File: config.mk
export PLATFORM = sky130hd
export DESIGN_NAME = decimal_stream_divide_by_integer
export DESIGN_NICKNAME = d
export VERILOG_FILES = /design/src/hw/rtl/dsdiv_pkg.sv /design/src/hw/rtl/decimal_stream_divide_by_integer.sv /design/src/hw/rtl/dsdiv_ctrl.sv /design/src/hw/rtl/dsdiv_dp.sv
export VERILOG_INCLUDE_DIRS = /design/src /design/src/hw/rtl
export SDC_FILE = /design/constraint.sdc
export NUM_CORES = 1
export LEC_CHECK = 0
export BUFFER_PORTS_ARGS = -buffer_cell sky130_fd_sc_hd__clkbuf_2
export CORE_MARGIN = 5
export CORE_UTILIZATION = 45
export DETAILED_ROUTE_END_ITERATION = 12
export SYNTH_ARGS = -nofsm -noshare
export SYNTH_HDL_FRONTEND = slang
export SYNTH_HIERARCHICAL = 1
export SYNTH_SLANG_ARGS = --single-unit
File: constraint.sdc
create_clock -name clock -period 5.1 [get_ports clock]
set_input_delay 0.255 -clock clock [delete_from_list [all_inputs] [get_ports clock]]
set_output_delay 0.255 -clock clock [all_outputs]
set_load 0.1 [all_outputs]
File: src/hw/rtl/assert_macros.svh
// Assertion helpers shared by the RTL. Define NO_ASSERTIONS to compile them out.
`ifndef ASSERT_MACROS_SVH
`define ASSERT_MACROS_SVH

`ifndef NO_ASSERTIONS

// Property must hold at every clock edge outside reset.
`define ASSERT_ALWAYS(label, clk, rst, prop, msg) \
   label: assert property (@(posedge clk) disable iff (rst) (prop)) else $error(msg);

// Whenever the antecedent holds, the consequent must hold in the same cycle.
`define ASSERT_IMPLY(label, clk, rst, ante, cons, msg) \
   label: assert property (@(posedge clk) disable iff (rst) (ante) |-> (cons)) else $error(msg);

// Whenever the antecedent holds, the consequent must hold in the following cycle.
`define ASSERT_NEXT(label, clk, rst, ante, cons, msg) \
   label: assert property (@(posedge clk) disable iff (rst) (ante) |=> (cons)) else $error(msg);

`else

`define ASSERT_ALWAYS(label, clk, rst, prop, msg)
`define ASSERT_IMPLY(label, clk, rst, ante, cons, msg)
`define ASSERT_NEXT(label, clk, rst, ante, cons, msg)

`endif

`endif

File: src/hw/rtl/dsdiv_pkg.sv
`timescale 1ns / 1ps
package dsdiv_pkg;

   localparam int DIGIT_W = 4;
   localparam int REM_W   = 32;
   localparam int CFG_W   = 32;
   // A running remainder times ten plus a digit needs four more bits.
   localparam int CUR_W   = REM_W + 4;

   localparam logic [DIGIT_W-1:0] MAX_DIGIT = 4'd9;

   // Commands from the controller to the datapath.
   typedef struct packed {
      logic load;      // start a new word: form remainder*10 + digit
      logic step;      // one restoring subtract, quotient digit plus one
      logic commit;    // division of this word is done, update state
      logic out_load;  // capture a result word into the output register
   } cmd_type;

   // Status from the datapath to the controller.
   typedef struct packed {
      logic step_ok;   // another subtract is allowed
      logic emit;      // the finished word produces a result
   } status_type;

   function automatic logic [DIGIT_W-1:0] sat_digit(input logic [DIGIT_W-1:0] d);
      return (d > MAX_DIGIT) ? MAX_DIGIT : d;
   endfunction

endpackage

File: src/hw/rtl/decimal_stream_divide_by_integer.sv
// Decimal long division of a digit stream by a programmable integer. Digits arrive
// most significant first on the req_ channel, one word per digit, with req_last_digit
// marking the end of a number. Each word forms remainder*10 + digit and finds the
// quotient digit by up to nine restoring compare-subtract steps on one shared
// subtractor. Each word is loaded, stepped through its subtracts and committed;
// a new result waits while rsp_stall holds an earlier one. req_stall is high while
// a word is in the divider. Leading quotient zeros produce no rsp_ word; a number
// smaller than the divisor yields a single 0. The last digit always produces a word
// with rsp_is_last set, the final remainder and a divisible flag, and clears the
// running state for the next number. Results sit in an output register, so a new
// digit is taken while an earlier result still waits behind rsp_stall. The divisor
// is written through the csr_ port while the block is idle; only its low
// DIVISOR_BITS bits are used, and zero acts as one. Digit values above nine are
// treated as nine.
`timescale 1ns / 1ps
`include "assert_macros.svh"
module decimal_stream_divide_by_integer
   import dsdiv_pkg::*;
#(
   parameter int DIVISOR_BITS = 32
)
(
   input  logic               clock,
   input  logic               reset,
   // Digit input channel.
   input  logic               req_valid,
   output logic               req_stall,
   input  logic [DIGIT_W-1:0] req_digit,
   input  logic               req_last_digit,
   // Quotient output channel.
   output logic               rsp_valid,
   input  logic               rsp_stall,
   output logic [DIGIT_W-1:0] rsp_quotient_digit,
   output logic               rsp_is_last,
   output logic [REM_W-1:0]   rsp_remainder,
   output logic               rsp_divisible,
   // Divisor register write.
   input  logic               csr_valid,
   output logic               csr_ready,
   input  logic [CFG_W-1:0]   csr_divisor
);

   cmd_type    cmd;
   status_type status;
   logic       csr_write;

   // The divisor register updates on a completed write handshake.
   assign csr_write = csr_valid && csr_ready;

   // The controller sequences load, subtract steps and commit for each word.
   dsdiv_ctrl u_ctrl (
      .clock     (clock),
      .reset     (reset),
      .req_valid (req_valid),
      .req_stall (req_stall),
      .rsp_valid (rsp_valid),
      .rsp_stall (rsp_stall),
      .csr_ready (csr_ready),
      .status    (status),
      .cmd       (cmd)
   );

   // The datapath holds the divisor, the running remainder and the output register.
   dsdiv_dp #(
      .DIVISOR_BITS (DIVISOR_BITS)
   ) u_dp (
      .clock              (clock),
      .reset              (reset),
      .cmd                (cmd),
      .status             (status),
      .csr_write          (csr_write),
      .csr_divisor        (csr_divisor),
      .req_digit          (req_digit),
      .req_last_digit     (req_last_digit),
      .rsp_quotient_digit (rsp_quotient_digit),
      .rsp_is_last        (rsp_is_last),
      .rsp_remainder      (rsp_remainder),
      .rsp_divisible      (rsp_divisible)
   );

   // A shown quotient digit never exceeds nine.
   `ASSERT_IMPLY(a_digit_range, clock, reset, rsp_valid, rsp_quotient_digit <= MAX_DIGIT, "quotient digit above nine")
   // Remainder and divisible flag are zero on every word but the last one.
   `ASSERT_IMPLY(a_mid_fields, clock, reset, rsp_valid && !rsp_is_last, rsp_remainder == '0 && !rsp_divisible, "remainder fields set before last word")
   // The divisible flag agrees with the remainder it travels with.
   `ASSERT_IMPLY(a_divisible, clock, reset, rsp_valid && rsp_divisible, rsp_remainder == '0, "divisible flag with nonzero remainder")
   // An accepted digit keeps the input stalled for at least the next cycle.
   `ASSERT_NEXT(a_busy_after_accept, clock, reset, req_valid && !req_stall, req_stall && !csr_ready, "input not stalled while dividing")

endmodule

File: src/hw/rtl/dsdiv_ctrl.sv
`timescale 1ns / 1ps
module dsdiv_ctrl
   import dsdiv_pkg::*;
(
   input  logic       clock,
   input  logic       reset,
   input  logic       req_valid,
   output logic       req_stall,
   output logic       rsp_valid,
   input  logic       rsp_stall,
   output logic       csr_ready,
   input  status_type status,
   output cmd_type    cmd
);

   localparam logic ST_IDLE = 1'b0;
   localparam logic ST_DIV  = 1'b1;

   logic state_ff, state_in;
   logic out_valid_ff, out_valid_in;
   logic out_busy;

   assign out_busy  = out_valid_ff && rsp_stall;
   assign req_stall = (state_ff != ST_IDLE);
   assign csr_ready = (state_ff == ST_IDLE);
   assign rsp_valid = out_valid_ff;

   always_comb begin
      state_in = state_ff;
      cmd      = '0;
      unique case (state_ff)
         ST_IDLE: begin
            if (req_valid) begin
               cmd.load = 1'b1;
               state_in = ST_DIV;
            end
         end
         ST_DIV: begin
            if (status.step_ok) begin
               cmd.step = 1'b1;
            end else if (!(status.emit && out_busy)) begin
               // Hold the finished word until the output register frees up.
               cmd.commit   = 1'b1;
               cmd.out_load = status.emit;
               state_in     = ST_IDLE;
            end
         end
         default: begin
            state_in = ST_IDLE;
         end
      endcase
   end

   always_comb begin
      out_valid_in = out_valid_ff;
      if (cmd.out_load) begin
         out_valid_in = 1'b1;
      end else if (out_valid_ff && !rsp_stall) begin
         out_valid_in = 1'b0;
      end
   end

   always_ff @(posedge clock) begin
      if (reset) begin
         state_ff     <= ST_IDLE;
         out_valid_ff <= 1'b0;
      end else begin
         state_ff     <= state_in;
         out_valid_ff <= out_valid_in;
      end
   end

endmodule

File: src/hw/rtl/dsdiv_dp.sv
`timescale 1ns / 1ps
module dsdiv_dp
   import dsdiv_pkg::*;
#(
   parameter int DIVISOR_BITS = 32
)
(
   input  logic               clock,
   input  logic               reset,
   input  cmd_type            cmd,
   output status_type         status,
   input  logic               csr_write,
   input  logic [CFG_W-1:0]   csr_divisor,
   input  logic [DIGIT_W-1:0] req_digit,
   input  logic               req_last_digit,
   output logic [DIGIT_W-1:0] rsp_quotient_digit,
   output logic               rsp_is_last,
   output logic [REM_W-1:0]   rsp_remainder,
   output logic               rsp_divisible
);

   localparam int DIV_W = (DIVISOR_BITS < CFG_W) ? DIVISOR_BITS : CFG_W;

   logic [DIV_W-1:0]   div_ff, div_in;
   logic [REM_W-1:0]   rem_ff, rem_in;
   logic               started_ff, started_in;
   logic [CUR_W-1:0]   cur_ff, cur_in;
   logic [DIGIT_W-1:0] q_ff, q_in;
   logic               last_ff, last_in;
   logic [DIGIT_W-1:0] oq_ff, oq_in;
   logic               olast_ff, olast_in;
   logic [REM_W-1:0]   orem_ff, orem_in;
   logic               odiv_ff, odiv_in;

   logic [CUR_W-1:0]   div_ext;
   logic [CUR_W-1:0]   rem_ext;
   logic [REM_W-1:0]   cur_low;

   assign div_ext = CUR_W'(div_ff);
   assign rem_ext = CUR_W'(rem_ff);
   assign cur_low = cur_ff[REM_W-1:0];

   assign status.step_ok = (q_ff != MAX_DIGIT) && (cur_ff >= div_ext);
   assign status.emit    = started_ff || (q_ff != '0) || last_ff;

   always_comb begin
      div_in = div_ff;
      if (csr_write) begin
         // Only the low bits count, and a zero divisor acts as one.
         div_in = (csr_divisor[DIV_W-1:0] == '0) ? DIV_W'(1) : csr_divisor[DIV_W-1:0];
      end
   end

   always_comb begin
      cur_in  = cur_ff;
      q_in    = q_ff;
      last_in = last_ff;
      if (cmd.load) begin
         cur_in  = (rem_ext << 3) + (rem_ext << 1) + CUR_W'(sat_digit(req_digit));
         q_in    = '0;
         last_in = req_last_digit;
      end else if (cmd.step) begin
         cur_in = cur_ff - div_ext;
         q_in   = q_ff + DIGIT_W'(1);
      end
   end

   always_comb begin
      rem_in     = rem_ff;
      started_in = started_ff;
      if (cmd.commit) begin
         rem_in     = last_ff ? '0 : cur_low;
         started_in = last_ff ? 1'b0 : (started_ff || status.emit);
      end
   end

   always_comb begin
      oq_in    = oq_ff;
      olast_in = olast_ff;
      orem_in  = orem_ff;
      odiv_in  = odiv_ff;
      if (cmd.out_load) begin
         oq_in    = q_ff;
         olast_in = last_ff;
         orem_in  = last_ff ? cur_low : '0;
         odiv_in  = last_ff && (cur_low == '0);
      end
   end

   always_ff @(posedge clock) begin
      if (reset) begin
         div_ff     <= DIV_W'(1);
         rem_ff     <= '0;
         started_ff <= 1'b0;
      end else begin
         div_ff     <= div_in;
         rem_ff     <= rem_in;
         started_ff <= started_in;
      end
   end

   always_ff @(posedge clock) begin
      cur_ff   <= cur_in;
      q_ff     <= q_in;
      last_ff  <= last_in;
      oq_ff    <= oq_in;
      olast_ff <= olast_in;
      orem_ff  <= orem_in;
      odiv_ff  <= odiv_in;
   end

   assign rsp_quotient_digit = oq_ff;
   assign rsp_is_last        = olast_ff;
   assign rsp_remainder      = orem_ff;
   assign rsp_divisible      = odiv_ff;

endmodule

Yosys cells after proc, flatten, opt, wreduce, memory -nomap -nowiden
Index checks and enable logic that the tools add are counted.

cells by class
  multipliers = 0
  magnitude comparators = 2
  divide/modulo/power cells = 0
  shifts and indexed selects = 0
  reductions and logical operators = 15
  bitwise gates (word level) = 1
  mux-type cells = 17
  $add $sub $neg = 4
  equal/unequal tests = 1

operators with widths
  cell                   count
  $mux W36               2
  $logic_not A32 Y1      2
  $mux W32               2
  $add A35 B33 Y36       1
  $add A36 B4 Y36        1
  $ge A36 B32 Y1         1
  $sub A36 B32 Y36       1
  $mux W1                8
  $logic_and A1 B1 Y1    6
  $add A4 B1 Y4 const B  1
  $gt A4 B4 Y1 const B   1
  $mux W2                2
  $mux W4                1
  $ne A4 B4 Y1 const B   1
  $reduce_bool A2 Y1     2
  $reduce_bool A4 Y1     1
  $logic_or A1 B1 Y1     3
  $mux W3                1
  $pmux W1 S2            1
  $logic_not A1 Y1       1
  $not A1 Y1             1

word-level totals
  bits in latches = 0
  bits of input ports = 42
  output and inout bits = 41
  memory bits (writable) = 0
  memories kept = 0
  register bits = 146
  logic and storage cells = 52
  bits in read-only memories = 0

Logic depth before layout (Yosys ltp)
Gate-level depths: netlist of the first run.

  word-level depth = 9
  gate-level depth with buffers = 18
  gate-level depth less buffers = 16

Modules after synthesis
Netlist of the first run, hierarchy kept.

modules (own cells, without submodules)
  module                            instances  sequential area each (sq um)  cells an instance  area an instance (sq um)
  dsdiv_dp                          1          3633.5                        1057               9741.8
  dsdiv_ctrl                        1          40.0                          14                 113.9
  decimal_stream_divide_by_integer  1          0.0                           1                  6.3

Worst setup path before layout of the first run
Ideal clock, no wire load.

  path type = register -> register
  from = register u_dp.cur_ff[2]
  to = register u_dp.rem_ff[2]
  setup slack = 1701 ps
  arrival time = 3334 ps
  buffers on the path = 2
  cell stages (with the launch flop) = 17
  required time = 5035 ps
  period minus slack after synthesis = 3399 ps
  library setup time = 65 ps
  cells stage by stage = edfxtp_1 ha_1 nor2b_1 o31a_1 o31ai_4 a21oi_1 o211ai_1 nand3_1 o21bai_1 a31oi_1 a31oi_1 and2_2 clkbuf_1 nor2b_1 clkbuf_1 a21oi_1 nor2_1

RTL lines
  item                    line             text
  from (decl)             dsdiv_dp.sv:27   logic [CUR_W-1:0] cur_ff, cur_in;
  from (signal assigned)  dsdiv_dp.sv:103  cur_ff <= cur_in;
  to (signal assigned)    dsdiv_dp.sv:97   rem_ff <= rem_in;
  to (decl)               dsdiv_dp.sv:25   logic [REM_W-1:0] rem_ff, rem_in;

==> results of run 1 <==
flip-flops by register name, indices dropped and copies added, names as in the netlist:
signal and cells:
u_dp/rsp_divisible 1, u_dp/started_ff 1, u_ctrl/req_stall 1, u_dp/cur_ff 36, u_dp/q_ff 4, u_dp/rem_ff 32, u_dp/rsp_remainder 32, u_dp/rsp_quotient_digit 4
u_dp/div_ff 32, u_dp/last_ff 1, u_ctrl/rsp_valid 1, u_dp/rsp_is_last 1
layer usage:
| layer | routed length (microns) | up-vias |
|---|---|---|
| met2 | 11000 | 238 |
| li1 | - | 4008 |
| met4 | 318 | 0 |
| met3 | 1740 | 21 |
| met5 | 0 | - |
| met1 | 13500 | 3771 |
power groups by stage:
stage / clock network, mW / logic (mW) / registers, mW
final: 1.20 / 2.32 / 1.79
after global routing: 1.28 / 2.54 / 1.81
after CTS: 1.23 / 2.28 / 1.78
after detailed placement: 0 / 2.26 / 1.80
after global placement: 0 / 2.28 / 1.80
after floorplan: 0 / 1.64 / 1.77
worst reg2reg max path: stages (launching register included):
cell and delay, ps:
edfxtp_1 380, inv_1 60, ha_1 210, fa_1 470, nor2b_1 160, o31a_1 230
o31ai_4 90, a21oi_1 300, o211ai_1 140, nand3_1 180, o21bai_1 100, a31oi_1 250
and2_2 250, or2_2 740
cell type report:
cell class              instances  area, sq um
multi-input cells             828         5830
clock inverters                10         70.1
fillers                      2005        10600
flip-flops and latches        146         3670
well taps                     280          350
clock buffers                  22          508
inverters                      53          199
repair buffers                 90          473
kinds of logic (layout without fill, tap and decap cells):
family,after synthesis,in the layout,share of synthesized area (%)
AND/OR/NAND/NOR,364,364,19.0
buffers and inverters,98,175,3.79
XOR/XNOR,53,53,4.71
adder cells (fa/ha/maj),101,101,13.0
flip-flops,146,146,37.2
multiplexers,43,43,4.39
AO/OA/AOI/OAI,267,267,17.9
metrics by stage:
step	setup WS (ps)	util [%]	std cells	total power, mW	area [sq um]
after floorplan	1700	-	1072	3.41	9860
after global placement	1230	48.5	1396	4.08	10500
after detailed placement	1140	48.5	1396	4.06	10500
after CTS	1120	51.2	1429	5.29	11100
after global routing	827	51.2	1429	5.63	11100
final	1110	51.2	1429	5.32	11100
Yosys cell counts (20+ instances only):
| master | instances |
|---|---|
| nor2_1 | 105 |
| a21oi_1 | 103 |
| ha_1 | 98 |
| edfxtp_1 | 75 |
| dfxtp_1 | 71 |
| nand2_1 | 59 |
| inv_1 | 52 |
| nor2b_1 | 48 |
| o21ai_0 | 46 |
| mux2i_1 | 41 |
| and2_1 | 39 |
| xnor2_1 | 36 |
| clkbuf_1 | 35 |
| a21o_1 | 30 |
| nor4_1 | 20 |
path summary, 6_finish.rpt:
check	from	end	slack (ps)	cells past startpoint
worst min-delay path	csr_divisor[29]	u_dp/div_ff[29]$_SDFFE_PP0P_	90	3
worst max register to register	u_dp/cur_ff[0]$_DFFE_PP_	u_dp/cur_ff[1]$_DFFE_PP_	1110	13
worst min register to register	u_dp/div_ff[21]$_SDFFE_PP0P_	u_dp/div_ff[21]$_SDFFE_PP0P_	500	2
worst max-delay path	u_dp/cur_ff[0]$_DFFE_PP_	u_dp/cur_ff[1]$_DFFE_PP_	1110	13
repair_timing:
action                                  CTS  global route
hold buffers                              1             0
endpoints found under the hold margin     1             0
resized for setup                         0             0
endpoints found under the setup margin    0             0
==> flow_summary.yaml, run 1 <==
run:
  drv_cap: 0
route:
  ant_nets: 0
  vias: 8038
  drcViolationCount: 0
  via_per_inst: 5.62
  wl_per_cell_microns: 18.6
  drt-pass1-iter-count: 5
  wl_mm: 26.6
  drtIter0Drc: 622
clock_network:
  numCtsBuffers: 17
  cts_buffer_depth: 2
  root_buffer: "clkbuf_16"
  clock_latency_ps: 440
  clock_sinks: 146
  post_cts_buffers: 0
  path_clk_slew_ps: 70
  htreeDepth: 4
  cts_tree: "yes"
global_route:
  grt_max_degree: 68
  antenna_found_initial: 0
  top_usage_layer: "met1"
  groute.usage.overall_pct: 21.5
  use_met2_pct: 30.7
  overflow: 0
  use_met3_pct: 3.25
  grt_pass1_wl_mm: 42.0
  grt.met1_usage_pct: 33.4
  grt_pass1_vias: 7575
power_and_ir_drop:
  p_switching_mw: 2.20
  vdd_ir_drop_max_mv: 0.223
  p_sw_share_pct: 41.4
  power.internal_mw: 3.12
  p_comb_share_pct: 43.7
  power_density_mw_per_mm2: 479
  power.share.sequential_pct: 33.6
  leakage_nw: 4.81
  clock_power_share_pct: 22.7
sta:
  whs_ps: 92.4
  tns_ps: 0
  clock_skew_ps: 33.3
  period_needed_ps: 3990
  hold_viol_final: 0
  max_freq_mhz: 251
  final_max_slew_viol_count: 0
  rsz0062_at_grt: "no"
  finalSetupViolations: 0
  period_share_pct: 78.2
  slew_headroom_pct: 33.7
  worst_pin_slew_ps: 995
worst_setup_path:
  crit_chain: "inv_1, ha_1, fa_1, nor2b_1, o31a_1, o31ai_4, a21oi_1, o211ai_1, nand3_1, o21bai_1, a31oi_1, and2_2, or2_2"
  cp_max_fo: 36
  cpPeakStageDelay_ps: 740
  critical_path.top_delay_family: "simple AND/OR/NAND/NOR gates"
  cp.required_ps: 5160
  crit_arrival_ps: 4050
  crit_slowest_cell: "or2_2"
  endpoint_kind: "register"
  crit_path_start_kind: "register"
  crit_buf_inv: 1
  path_class: "register to register"
synthesis:
  synth-edff-count: 75
  syn-cell-area_sq_mm: 0.00986
  synth_area_leader_cell: "edfxtp_1"
  synth_area_per_cell_sq_um: 9.20
  yosysSeqAreaShare_pct: 37.2
  ys_warn_count: 6
  synth_cell_types: 78
  syn-num-nets: 1215
  synthTopCellsByArea: "edfxtp_1 23%, dfxtp_1 14%, ha_1 12%, a21oi_1 5.2%, mux2i_1 4.2%"
  synth-seq-cells: 146
  synth_ff_type: "edfxtp_1"
  syn_inst: 1072
  async_flop_share_pct: 0
  yosys.area.top_type_share_pct: 22.8
placed_design:
  hpwl_mm: 20.2
  gp_congestion: 0.975
  numPortBuffers: 82
min_path:
  hp-class: "primary input to register"
floorplan:
  num_rows: 54
  start_util_pct: 45.5
  dieArea_sq_mm: 0.0250
  io_pins: 83
  die_w_microns: 158
  die_y_microns: 158
  core_area_sq_mm: 0.0217
finish:
  final_cell_mix: "105 x nor2_1, 102 x a21oi_1, 98 x ha_1"
  nets: 1279
  drive_gt1_share_pct: 13.3
  diodes: 0
  final_common_cell: "nor2_1"
  area_growth_pct: 12.6
run_status:
  status: "complete, no violations"
(Power assumes the default switching activity.)
==> inputs of run 2 (changes only) <==
--- a/config.mk
+++ b/config.mk
@@ -10,6 +10,7 @@
 export CORE_MARGIN = 5
 export CORE_UTILIZATION = 45
 export DETAILED_ROUTE_END_ITERATION = 12
+export PLACE_DENSITY = 0.65
 export SYNTH_ARGS = -nofsm -noshare
 export SYNTH_HDL_FRONTEND = slang
 export SYNTH_HIERARCHICAL = 1
==> constraint.sdc (replaced) <==
create_clock -name clock -period 3.6 [get_ports clock]
set_input_delay 0.18 -clock clock [delete_from_list [all_inputs] [get_ports clock]]
set_output_delay 0.18 -clock clock [all_outputs]
set_load 0.1 [all_outputs]
==> flow_summary.yaml, run 2 (synthesis gave the netlist of run 1 again) <==
finish:
  finalNonFillerCells: 1508
  regMostFlops: "u_dp/cur_ff"
  nets: 1358
  final_util_pct: 54.4
  diodes: 0
  final_common_cell: "nor2_1"
  largest_register_ffs: 36
  area_growth_pct: 19.7
  drive_gt1_share_pct: 19.4
  final_cell_mix: "105 x nor2_1, 101 x a21oi_1, 98 x ha_1"
worst_setup_path:
  r2r_slack_ps: 140
  crit_arrival_ps: 3620
  crit_path_start_kind: "register"
  rr_startpoint: "u_dp/rem_ff[0]$_SDFFE_PP0P_"
  rr_endpoint: "u_dp/cur_ff[30]$_DFFE_PP_"
  crit_start: "u_dp/rem_ff[0]$_SDFFE_PP0P_"
  cp_max_fo: 4
  reg2reg_depth: 10
  endpoint_kind: "register"
  cp.required_ps: 3760
  path_class: "register to register"
global_route:
  grt_pass1_wl_mm: 44.0
  grt_pass1_vias: 8067
  overflow: 0
  antenna_found_initial: 0
  groute.usage.overall_pct: 22.5
  grt_max_degree: 56
floorplan:
  start_util_pct: 45.5
  die_y_microns: 158
  io_pins: 83
  dieArea_sq_mm: 0.0250
  num_rows: 54
  die_w_microns: 158
  core_area_sq_mm: 0.0217
route:
  drt-pass1-iter-count: 5
  wl_per_cell_microns: 18.6
  ant_nets: 0
  drtIter0Drc: 642
  drcViolationCount: 0
  wl_mm: 28.1
  vias: 8539
  via_per_inst: 5.66
placed_design:
  placed_cells: 1470
  numPortBuffers: 82
  hpwl_mm: 21.5
  gp_congestion: 0.985
run:
  drv_cap: 0
min_path:
  hold_end: "u_dp/div_ff[4]$_SDFFE_PP0P_"
  min_path_cells: 3
  hp-class: "primary input to register"
  hp-start: "csr_divisor[4]"
clock_network:
  clock_sinks: 146
  cts_tree: "yes"
  clock_latency_ps: 430
  numCtsBuffers: 17
  root_buffer: "clkbuf_16"
  cts_buffer_depth: 2
  path_clk_slew_ps: 60
  htreeDepth: 4
sta:
  worst_pin_slew_ps: 1100
  period_share_pct: 96.1
  finalSetupViolations: 0
  whs_ps: 23.0
  clock_skew_ps: 14.4
  rsz0062_at_grt: "yes"
  period_needed_ps: 3460
  slew_headroom_pct: 26.9
  max_freq_mhz: 289
  hold_viol_final: 0
  final_max_slew_viol_count: 0
run_status:
  status: "complete, no violations"
power_and_ir_drop:
  leakage_nw: 5.20
  vdd_ir_drop_max_mv: 0.387
  power_density_mw_per_mm2: 695
==> run 2: cell types whose count changed in the layout (fill, tap and decap cells not counted), sizes merged <==
cell and delta:
bufinv +2, inv -1, clkbuf -2, buf +78, nor2b +1, clkinvlp +2, clkinv -1
==> run 2: worst max path at each step <==
stage                                    to  slack, ps
2_1_floorplan   u_dp/rem_ff[2]$_SDFFE_PP0P_        200
3_3_place_gp   u_dp/rem_ff[28]$_SDFFE_PP0P_       -210
3_5_place_dp    u_dp/rem_ff[7]$_SDFFE_PP0P_       -350
4_1_cts        u_dp/started_ff$_SDFFE_PP0P_        0.1
5_1_grt           u_dp/cur_ff[30]$_DFFE_PP_        -40
6_report          u_dp/cur_ff[30]$_DFFE_PP_        140
==> run 2: area by class of cell <==
type,count,area (sq um)
repair buffers,168,1110
well taps,280,350
fillers,1953,9890
clock inverters,12,130
flip-flops and latches,146,3670
multi-input cells,829,5880
clock buffers,20,458
inverters,53,199
==> run 2: worst max-delay path: stages, from the launching register on <==
cell and delay [ps]:
dfxtp_1 340, fa_1 540, fa_1 480, a21o_1 210, a221o_2 380, a41o_4 320
nand4_1 120, a21oi_1 140, o31ai_1 280, nor3b_2 310, a211oi_1 90
==> run 2: power by group <==
part | internal [mW] | switching, mW
Combinational | 1.71 | 2.36
Sequential | 2.17 | 0.206
Clock | 1.06 | 0.695
==> run 2: layer usage <==
| metal | share of wire [%] | vias up | GRT usage (%) |
|---|---|---|---|
| met4 | 1.5 | 0 | 6.26 |
| met2 | 43 | 290 | 33.1 |
| met3 | 6.8 | 30 | 3.64 |
| met5 | 0 | - | 0 |
| met1 | 49 | 4052 | 34.1 |
| li1 | - | 4167 | - |
==> run 2: what timing repair did <==
item                       CTS  global route
hold endpoints to repair     1             0
resized for setup            1            11
gates cloned                 0             1
hold buffers                 1             0
setup buffers                0             4
setup endpoints to repair   30            74
==> run 2: stage by stage <==
step	worst slack (ps)	power, mW	setup TNS (ps)	cell area [sq um]
4_1_cts	0.128	8.11	0	11700
6_report	141	8.20	0	11800
2_1_floorplan	201	4.83	0	9860
5_1_grt	-44.0	8.68	-44.0	11800
3_5_place_dp	-349	6.32	-9860	11100
3_3_place_gp	-210	6.31	-5720	11100
